**config.mk**
```make
export PLATFORM = sky130hd
export DESIGN_NAME = key_debounce_long_press
export DESIGN_NICKNAME = d
export VERILOG_FILES = /design/src/rtl/core/kdlp_pkg.sv /design/src/rtl/core/kdlp_engine.sv /design/src/rtl/core/key_debounce_long_press.sv
export SDC_FILE = /design/constraint.sdc
export NUM_CORES = 1
export LEC_CHECK = 0
export ABC_CLOCK_PERIOD_IN_PS = 1900
export BUFFER_PORTS_ARGS = -buffer_cell sky130_fd_sc_hd__buf_2
export CAP_MARGIN = 20
export CORE_ASPECT_RATIO = 0.9
export CORE_UTILIZATION = 50
export DETAILED_ROUTE_END_ITERATION = 7
export PLACE_DENSITY_LB_ADDON = 0.12
export SLEW_MARGIN = 20
export SYNTH_ARGS = -nofsm -noshare
export SYNTH_HDL_FRONTEND = slang
export SYNTH_HIERARCHICAL = 1
export SYNTH_SLANG_ARGS = --single-unit
export TNS_END_PERCENT = 50
```
**constraint.sdc**
```tcl
create_clock -name clk -period 1.9 [get_ports clk]
set_input_delay 0.095 -clock clk [delete_from_list [all_inputs] [get_ports clk]]
set_output_delay 0.095 -clock clk [all_outputs]
set_load 0.05 [all_outputs]
```
**src/rtl/core/kdlp_pkg.sv**
```systemverilog
`default_nettype none

package kdlp_pkg;

	// Key group width, fixed by the field widths of the channels
	localparam int unsigned KeyBits = 4;
	localparam int unsigned CfgW    = 8;
	localparam int unsigned CfgIdxW = 2;

	// Configuration register indexes
	typedef enum logic [CfgIdxW-1:0] {
		CFG_COUNT_MAX       = 2'd0,
		CFG_REPEAT_RELOAD   = 2'd1,
		CFG_SHORT_THRESHOLD = 2'd2,
		CFG_MENU_MASK       = 2'd3
	} cfg_idx_t;

	// Item kinds
	localparam logic KIND_SCAN  = 1'b0;
	localparam logic KIND_FETCH = 1'b1;

	// Reset values of the configuration registers
	localparam logic [7:0]         CountMaxRst       = 8'd200;
	localparam logic [7:0]         RepeatReloadRst   = 8'd180;
	localparam logic [7:0]         ShortThresholdRst = 8'd4;
	localparam logic [KeyBits-1:0] MenuMaskRst       = '0;

	typedef struct packed {
		logic               kind;
		logic [KeyBits-1:0] key_lines;
	} kdlp_in_t;

	typedef struct packed {
		logic [KeyBits-1:0] key_code;
		logic               long_press;
	} kdlp_out_t;

	typedef struct packed {
		logic [7:0]         count_max;
		logic [7:0]         repeat_reload;
		logic [7:0]         short_threshold;
		logic [KeyBits-1:0] menu_mask;
	} kdlp_cfg_t;

endpackage

`default_nettype wire

```
**src/rtl/core/kdlp_engine.sv**
```systemverilog
`default_nettype none

module kdlp_engine (
	input  wire                 clk,
	input  wire                 arst_n,
	input  wire                 fire,
	input  kdlp_pkg::kdlp_in_t  item,
	input  kdlp_pkg::kdlp_cfg_t cfg,
	output kdlp_pkg::kdlp_out_t result
);
	import kdlp_pkg::*;

	logic [KeyBits-1:0] held_code_q;
	logic [7:0]         hold_count_q;
	logic               pending_q;
	logic               long_q;
	logic               reported_q;

	logic [KeyBits-1:0] held_code_d;
	logic [7:0]         hold_count_d;
	logic               pending_d;
	logic               long_d;
	logic               reported_d;

	logic [KeyBits-1:0] pressed;

	assign pressed = ~item.key_lines;

	// Present the pending press, or zero when nothing waits
	always_comb begin
		result.key_code   = pending_q ? held_code_q : '0;
		result.long_press = pending_q & long_q;
	end

	// Work out the state update for the current transaction
	always_comb begin
		held_code_d  = held_code_q;
		hold_count_d = hold_count_q;
		pending_d    = pending_q;
		long_d       = long_q;
		reported_d   = reported_q;
		if (item.kind == KIND_FETCH) begin
			if (pending_q) begin
				pending_d  = 1'b0;
				reported_d = 1'b1;
			end
		end else if (pressed == held_code_q) begin
			if (pressed != '0) begin
				if (hold_count_q == cfg.count_max) begin
					// long press: repeat unless a menu key is down
					if ((pressed & cfg.menu_mask) == '0)
						hold_count_d = cfg.repeat_reload;
					long_d    = 1'b1;
					pending_d = 1'b1;
				end else begin
					hold_count_d = hold_count_q + 8'd1;
				end
			end
		end else if (pressed == '0 && held_code_q != '0 &&
			hold_count_q > cfg.short_threshold && !reported_q && !long_q) begin
			// short press released
			pending_d = 1'b1;
		end else begin
			held_code_d  = pressed;
			hold_count_d = '0;
			pending_d    = 1'b0;
			long_d       = 1'b0;
			reported_d   = 1'b0;
		end
	end

	// Commit the update when a transaction leaves the input stage
	always_ff @(posedge clk or negedge arst_n) begin
		if (!arst_n) begin
			held_code_q  <= '0;
			hold_count_q <= '0;
			pending_q    <= 1'b0;
			long_q       <= 1'b0;
			reported_q   <= 1'b0;
		end else if (fire) begin
			held_code_q  <= held_code_d;
			hold_count_q <= hold_count_d;
			pending_q    <= pending_d;
			long_q       <= long_d;
			reported_q   <= reported_d;
		end
	end

endmodule

`default_nettype wire

```
**src/rtl/core/key_debounce_long_press.sv**
```systemverilog
// A fetch is held in the input stage and loaded into the output register once
//   that register is free to take it; a scan tick gives no result.
// Throughput: one transaction per cycle unless a fetch waits on a full output
//   register; the state update from the input stage is combinational.
// Reset (arst_n low): key state and marks cleared, registers to defaults.
`default_nettype none

module key_debounce_long_press (
	input  wire                       clk,
	input  wire                       arst_n,
	input  wire                       cfg_we,
	input  wire [kdlp_pkg::CfgIdxW-1:0] cfg_idx,
	input  wire [kdlp_pkg::CfgW-1:0]  cfg_wdata,
	input  wire                       key_valid,
	output logic                      key_ready,
	input  kdlp_pkg::kdlp_in_t        key_item,
	output logic                      rsp_valid,
	input  wire                       rsp_ready,
	output kdlp_pkg::kdlp_out_t       rsp_item
);
	import kdlp_pkg::*;

	kdlp_cfg_t  cfg_q;
	kdlp_in_t   item_s1;
	logic       valid_s1;
	logic       advance_s1;
	logic       rsp_free;
	kdlp_out_t  result;

	// Configuration writes
	always_ff @(posedge clk or negedge arst_n) begin
		if (!arst_n) begin
			cfg_q.count_max       <= CountMaxRst;
			cfg_q.repeat_reload   <= RepeatReloadRst;
			cfg_q.short_threshold <= ShortThresholdRst;
			cfg_q.menu_mask       <= MenuMaskRst;
		end else if (cfg_we) begin
			case (cfg_idx_t'(cfg_idx))
				CFG_COUNT_MAX:       cfg_q.count_max       <= cfg_wdata;
				CFG_REPEAT_RELOAD:   cfg_q.repeat_reload   <= cfg_wdata;
				CFG_SHORT_THRESHOLD: cfg_q.short_threshold <= cfg_wdata;
				CFG_MENU_MASK:       cfg_q.menu_mask       <= cfg_wdata[KeyBits-1:0];
				default: ;
			endcase
		end
	end

	// Stage 1 drains when it is a scan or the output register has room
	assign rsp_free   = !rsp_valid || rsp_ready;
	assign advance_s1 = valid_s1 && (item_s1.kind == KIND_SCAN || rsp_free);
	assign key_ready  = !valid_s1 || advance_s1;

	// Hold the accepted transaction in the input stage
	always_ff @(posedge clk or negedge arst_n) begin
		if (!arst_n) begin
			valid_s1 <= 1'b0;
		end else if (key_ready) begin
			valid_s1 <= key_valid;
		end
	end

	always_ff @(posedge clk) begin
		if (key_ready && key_valid)
			item_s1 <= key_item;
	end

	kdlp_engine u_engine (
		.clk    (clk),
		.arst_n (arst_n),
		.fire   (advance_s1),
		.item   (item_s1),
		.cfg    (cfg_q),
		.result (result)
	);

	// Load fetch results, drop them once taken
	always_ff @(posedge clk or negedge arst_n) begin
		if (!arst_n) begin
			rsp_valid <= 1'b0;
		end else if (rsp_free) begin
			rsp_valid <= advance_s1 && item_s1.kind == KIND_FETCH;
		end
	end

	always_ff @(posedge clk) begin
		if (rsp_free && advance_s1 && item_s1.kind == KIND_FETCH)
			rsp_item <= result;
	end

endmodule

`default_nettype wire

```
==> flow_summary.ini, run 1 <==
[place]
place_congestion = 0.896
hpwlAfterDp_mm = 4.28
port_buffers = 26
placed_cells = 347

[global_routing]
grt_overflow = 0
grt_usage = 0.223
antenna_found_initial = 0
grt_pass1_vias = 1910
grt_max_degree = 23
grt_pass1_wl_mm = 9.57

[critical_path]
crit_path_cell_trace = inv_1, ha_1, nor2b_1, o211ai_1, a211oi_1, o31ai_1, buf_4, nand2_4, mux2_4
crit_path_start_kind = flip-flop
required_ps = 2090
path_class = flip-flop to flip-flop
crit_fanout = 3
cp.arrival_ps = 2210
cp-end-kind = flip-flop
slowest_delay_ps = 350
reg2reg_depth = 9
crit_path_top_delay_cell = dfrtp_1

[pwr]
combPwrFrac = 0.240
power.leakage_nw = 1.55
ir_drop_uv = 696
switching_share = 0.287
pwr-share-clk = 0.224
p_seq_frac = 0.536
internal-power_mw = 2.00
switchingPower_uw = 808
p_per_area_mw_per_mm2 = 814

[clock_tree]
numCtsBuffers = 5
cts_root_buf = clkbuf_8
clock_sinks = 55
clk_latency_ps = 320
cts_tree = built
path_clk_slew_ps = 100
h-tree-depth = 2
max-clock-path-buffers = 2

[routing]
ant_nets = 0
firstDrtPassIters = 4
wl_per_cell_um = 15.9
vias = 1953
drc = 0
via_per_inst = 5.37
first_iter_violations = 87
finalWirelength_mm = 5.79

[status]
violations = negative setup slack
status = finished with violations

[yosys]
yosysUniqueCellTypes = 45
synth.area.top_cells = dfrtp_1 34%, mux2_2 12%, edfxtp_1 11%, dfstp_2 7.7%, ha_1 4.1%
syn_inst = 225
synth_top_area_cell = dfrtp_1
synth_commonest_cells = 37 x dfrtp_1, 28 x mux2_2, 15 x inv_1
syn_area_per_cell_sq_um = 12.2
syn_nets = 254
yosysMostFrequentCell = dfrtp_1
seq_area_frac_synth = 0.525
syn-cell-area_sq_mm = 0.00274
ys_async_sr_fraction = 0.818
yosysWarnings = 6
synth-seq-cells = 55
synth_top_flop_cell = dfrtp_1
synth_edf_count = 10
yosysTopAreaCellShare = 0.338

[sta]
fin_skew_ps = 16.8
maxSlewHeadroom = 0.672
period_minus_slack_ps = 2010
fmax_mhz = 496
slew_viol_final = 0
finalHoldViolCount = 0
fin_ws_ps = -115
min_period_over_period = 1.06
setup_viol = 12
tightest_slew_ps = 492
rsz0062_at_grt = yes

[floorplanning]
die_area_sq_mm = 0.00577
dieWidth_um = 80.0
die_height_um = 72.2
num_rows = 25
io_pins = 27
start_util = 0.521
core_sq_mm = 0.00526

[cells_and_area]
layout-drive-gt1-share = 0.434
diodes = 0
nNetsFinal = 325
syn2layout_area_growth_pct = 26.2
final_cells = 364
final_core_util = 0.657

[min_path]
hp-class = input port to flip-flop
whs_path_depth = 2

[flow_run]
maxCapViolations = 0
[cell type report]
cell class | count | area, sq um
Fill cell | 419 | 1800
Sequential cell | 55 | 1440
Multi-Input combinational cell | 151 | 1300
Timing Repair Buffer | 68 | 492
Tap cell | 67 | 83.8
Clock buffer | 6 | 72.6
Inverter | 15 | 56.3
Clock inverter | 2 | 12.5
[logic make-up (layout without fill, tap and decap cells)]
logic type,count (synthesis),in the layout,share of synthesized area
AND/OR/NAND/NOR,62,62,0.135
flip-flops,55,55,0.525
AO/OA/AOI/OAI,36,36,0.0992
multiplexers,32,32,0.131
buffers and inverters,19,91,0.0302
XOR/XNOR,12,12,0.0384
adder cells (fa/ha/maj),9,9,0.0412
[worst paths after layout]
check | end | slack [ps] | from
worst max register to register | u_engine/held_code_q[1] | -110 | cfg_q[5]
min in group asynchronous | u_engine/held_code_q[2] | 120 | arst_n
worst min-delay path | cfg_q[16] | 40 | cfg_wdata[4]
worst max-delay path | u_engine/held_code_q[1] | -110 | cfg_q[5]
max in group asynchronous | cfg_q[6] | 1220 | arst_n
worst min register to register | cfg_q[9] | 510 | cfg_q[9]
[critical path, delay by kind of cell (launching register included)]
family / cells / cell delay [ps]
AO/OA/AOI/OAI: 3 / 540
flip-flops: 1 / 350
adder cells (fa/ha/maj): 1 / 290
multiplexers: 1 / 290
buffers and inverters: 2 / 230
AND/OR/NAND/NOR: 2 / 190
[flip-flops by register name, summed over array words and instances, names as in the netlist]
name	count
item_s1	5
u_engine/long_q	1
cfg_q	28
valid_s1	1
u_engine/pending_q	1
u_engine/reported_q	1
rsp_item	5
u_engine/held_code_q	4
u_engine/hold_count_q	8
rsp_valid	1
[power groups by stage]
stage                     combinational [mW]  sequential, mW  clock [mW]
after floorplan                        0.370            1.52           0
after global placement                 0.592            1.53           0
after detailed placement               0.602            1.53           0
after CTS                              0.651            1.51       0.648
after global routing                   0.738            1.53       0.694
final                                  0.675            1.51       0.630
[repair_timing]
action | 4_1_cts | 5_1_grt
endpoints found under the hold margin | 43 | 0
buffers inserted | 1 | 1
setup endpoints to repair | 15 | 15
gates resized for setup | 9 | 7
hold buffers | 7 | 0
pin swaps | 0 | 1
[cell usage in the layout (no fill, tap or decap), types with 3 or more instances in the layout]
| cell | count |
|---|---|
| dfrtp_1 | 36 |
| buf_4 | 32 |
| mux2_2 | 28 |
| buf_2 | 26 |
| inv_1 | 15 |
| a22o_1 | 11 |
| nor2_1 | 10 |
| edfxtp_1 | 10 |
| nand2_1 | 9 |
| dfstp_2 | 8 |
| xnor2_1 | 8 |
| ha_1 | 8 |
| dlygate4sd3_1 | 7 |
| and2_1 | 6 |
| nand3_1 | 6 |
| clkbuf_8 | 5 |
| a21oi_1 | 4 |
| nand4_1 | 4 |
| xor2_1 | 4 |
| nand3_2 | 4 |
| a21oi_2 | 4 |
| nor2b_1 | 3 |
| nand2b_1 | 3 |
| a22oi_1 | 3 |
| o21ai_0 | 3 |
[through the flow]
stage / setup TNS [ps] / total power [mW] / hold slack, ps / worst slack [ps] / cell area [sq um]
detailed placement: -880 / 2.13 / -67.2 / -102 / 3210
global route: -2330 / 2.96 / 33.4 / -215 / 3450
global placement: -443 / 2.12 / -67.2 / -57.3 / 3210
finish: -939 / 2.81 / 37.5 / -115 / 3450
floorplan: -898 / 1.89 / -201 / -102 / 2750
CTS: -858 / 2.81 / 34.5 / -103 / 3410
[metal layers]
layer  part of all wire  track usage
met2               0.45        0.329
met1               0.51        0.339
met5                  0            0
met4             0.0092       0.0595
met3              0.026       0.0415
Note: power is estimated with default switching activity, not from simulation.
==> run 2: changes to the inputs <==
- CORE_ASPECT_RATIO: 0.9 -> 0.8
==> flow_summary.ini, run 2 (synthesis results as in run 1) <==
[status]
status = finished with violations
violations = design-rule violations, negative setup slack

[critical_path]
required_ps = 2100
regToRegSetupSlack_ps = -170
crit_start = item_s1[3]
crit_path_start_kind = flip-flop
rr_startpoint = item_s1[3]
cp.arrival_ps = 2260
cp-end-kind = flip-flop
reg2reg_depth = 7
crit_fanout = 8
path_class = flip-flop to flip-flop

[cells_and_area]
largest_reg_flops = 28
layout_commonest_cell = dfrtp_1
nFillCells = 379
final_cells = 359
layout-drive-gt1-share = 0.434
largest-register = cfg_q
layout_common_cells = 35 x dfrtp_1, 33 x buf_4, 28 x mux2_2
fin_area_sq_mm = 0.00344
reg_top3 = cfg_q: 28 flops, u_engine/hold_count_q: 8 flops
syn2layout_area_growth_pct = 25.7
diodes = 0
final_core_util = 0.671
nNetsFinal = 325

[sta]
rsz0062_at_grt = yes
finalHoldViolCount = 0
maxSlewHeadroom = 0.634
tightest_slew_ps = 550
period_minus_slack_ps = 2070
fin_ws_ps = -167
setup_tns_ps = -1500
setup_viol = 13
whs_ps = 54.9
fin_skew_ps = 5.48
fmax_mhz = 484
slew_viol_final = 0
min_period_over_period = 1.09

[place]
placed_cells = 338
preCtsSetupSlack_ps = -139
place_congestion = 0.821
placed_cell_area_sq_mm = 0.00316
port_buffers = 26
hpwlAfterDp_mm = 4.43

[flow_run]
maxCapViolations = 0

[pwr]
p_per_area_mw_per_mm2 = 832
ir_drop_uv = 574
power.leakage_nw = 1.54
finalPower_mw = 2.86

[floorplanning]
die_area_sq_mm = 0.00577
core_sq_mm = 0.00512
start_util = 0.534
io_pins = 27
dieWidth_um = 84.7
num_rows = 23
die_height_um = 68.2

[clock_tree]
numCtsBuffers = 5
max-clock-path-buffers = 2
path_clk_slew_ps = 90
cts_root_buf = clkbuf_8
cts_tree = built
h-tree-depth = 2
clock_sinks = 55
clk_latency_ps = 310

[global_routing]
grt_usage = 0.230
grt_max_degree = 24
grt_pass1_wl_mm = 9.71
antenna_found_initial = 0
grt_pass1_vias = 1951
grt_overflow = 0

[min_path]
hp-class = input port to flip-flop
whs_path_depth = 2
hold_path.startpoint = cfg_wdata[6]

[routing]
finalWirelength_mm = 6.01
vias = 1983
first_iter_violations = 171
wl_per_cell_um = 16.7
ant_nets = 0
drc = 1
via_per_inst = 5.52
firstDrtPassIters = 8
-- run 2: cell count changes in the layout (fill, tap and decap cells not counted), moves of 3 or more --
cell / before / now
a21oi_1: 4 / 7
a21oi_2: 4 / 1
nand3_1: 6 / 10
nand3_2: 4 / 0
-- run 2: cell type report --
| cell class | instances | area, sq um | area share |
|---|---|---|---|
| clock buffer | 7 | 86.3 | 0.0251 |
| clock inverter | 1 | 5.00 | 0.00146 |
| inverter | 15 | 56.3 | 0.0164 |
| multi-input combinational | 151 | 1290 | 0.377 |
| sequential | 55 | 1440 | 0.418 |
| tap | 62 | 77.6 | 0.0226 |
| timing repair buffer | 68 | 479 | 0.139 |
-- run 2: power breakdown --
part           internal [mW]  total (mW)  switching (mW)
registers               1.39        1.50           0.111
logic                  0.364       0.698           0.335
clock network          0.295       0.663           0.368
-- run 2: metal layers --
metal | global-route usage | vias up | routed length [um]
met2 | 0.358 | 50 | 2680
met3 | 0.0446 | 6 | 249
met4 | 0.0572 | 0 | 51
met1 | 0.334 | 973 | 3020
met5 | 0 | - | 0
li1 | - | 954 | -
-- run 2: worst max-delay path: stages (launching register included) --
cell	delay (ps)
edfxtp_1	440
nand4_1	160
or4_4	530
a21oi_2	140
o31ai_2	90
buf_4	170
and2_4	170
a22o_1	240
-- run 2: path summary, 6_finish.rpt --
| kind | to |
|---|---|
| min in group asynchronous | u_engine/long_q |
| max reg2reg | u_engine/hold_count_q[4] |
| min reg2reg | cfg_q[7] |
| max in group asynchronous | cfg_q[14] |
| max | u_engine/hold_count_q[4] |
| min | cfg_q[18] |
-- run 2: timing repair --
action                                  4_1_cts  5_1_grt
endpoints found under the setup margin       14       15
hold buffers                                  7        0
gates resized for setup                       9        7
cloned                                        0        0
endpoints found under the hold margin        22        0
buffers inserted                              5        1
pin swaps                                     2        5
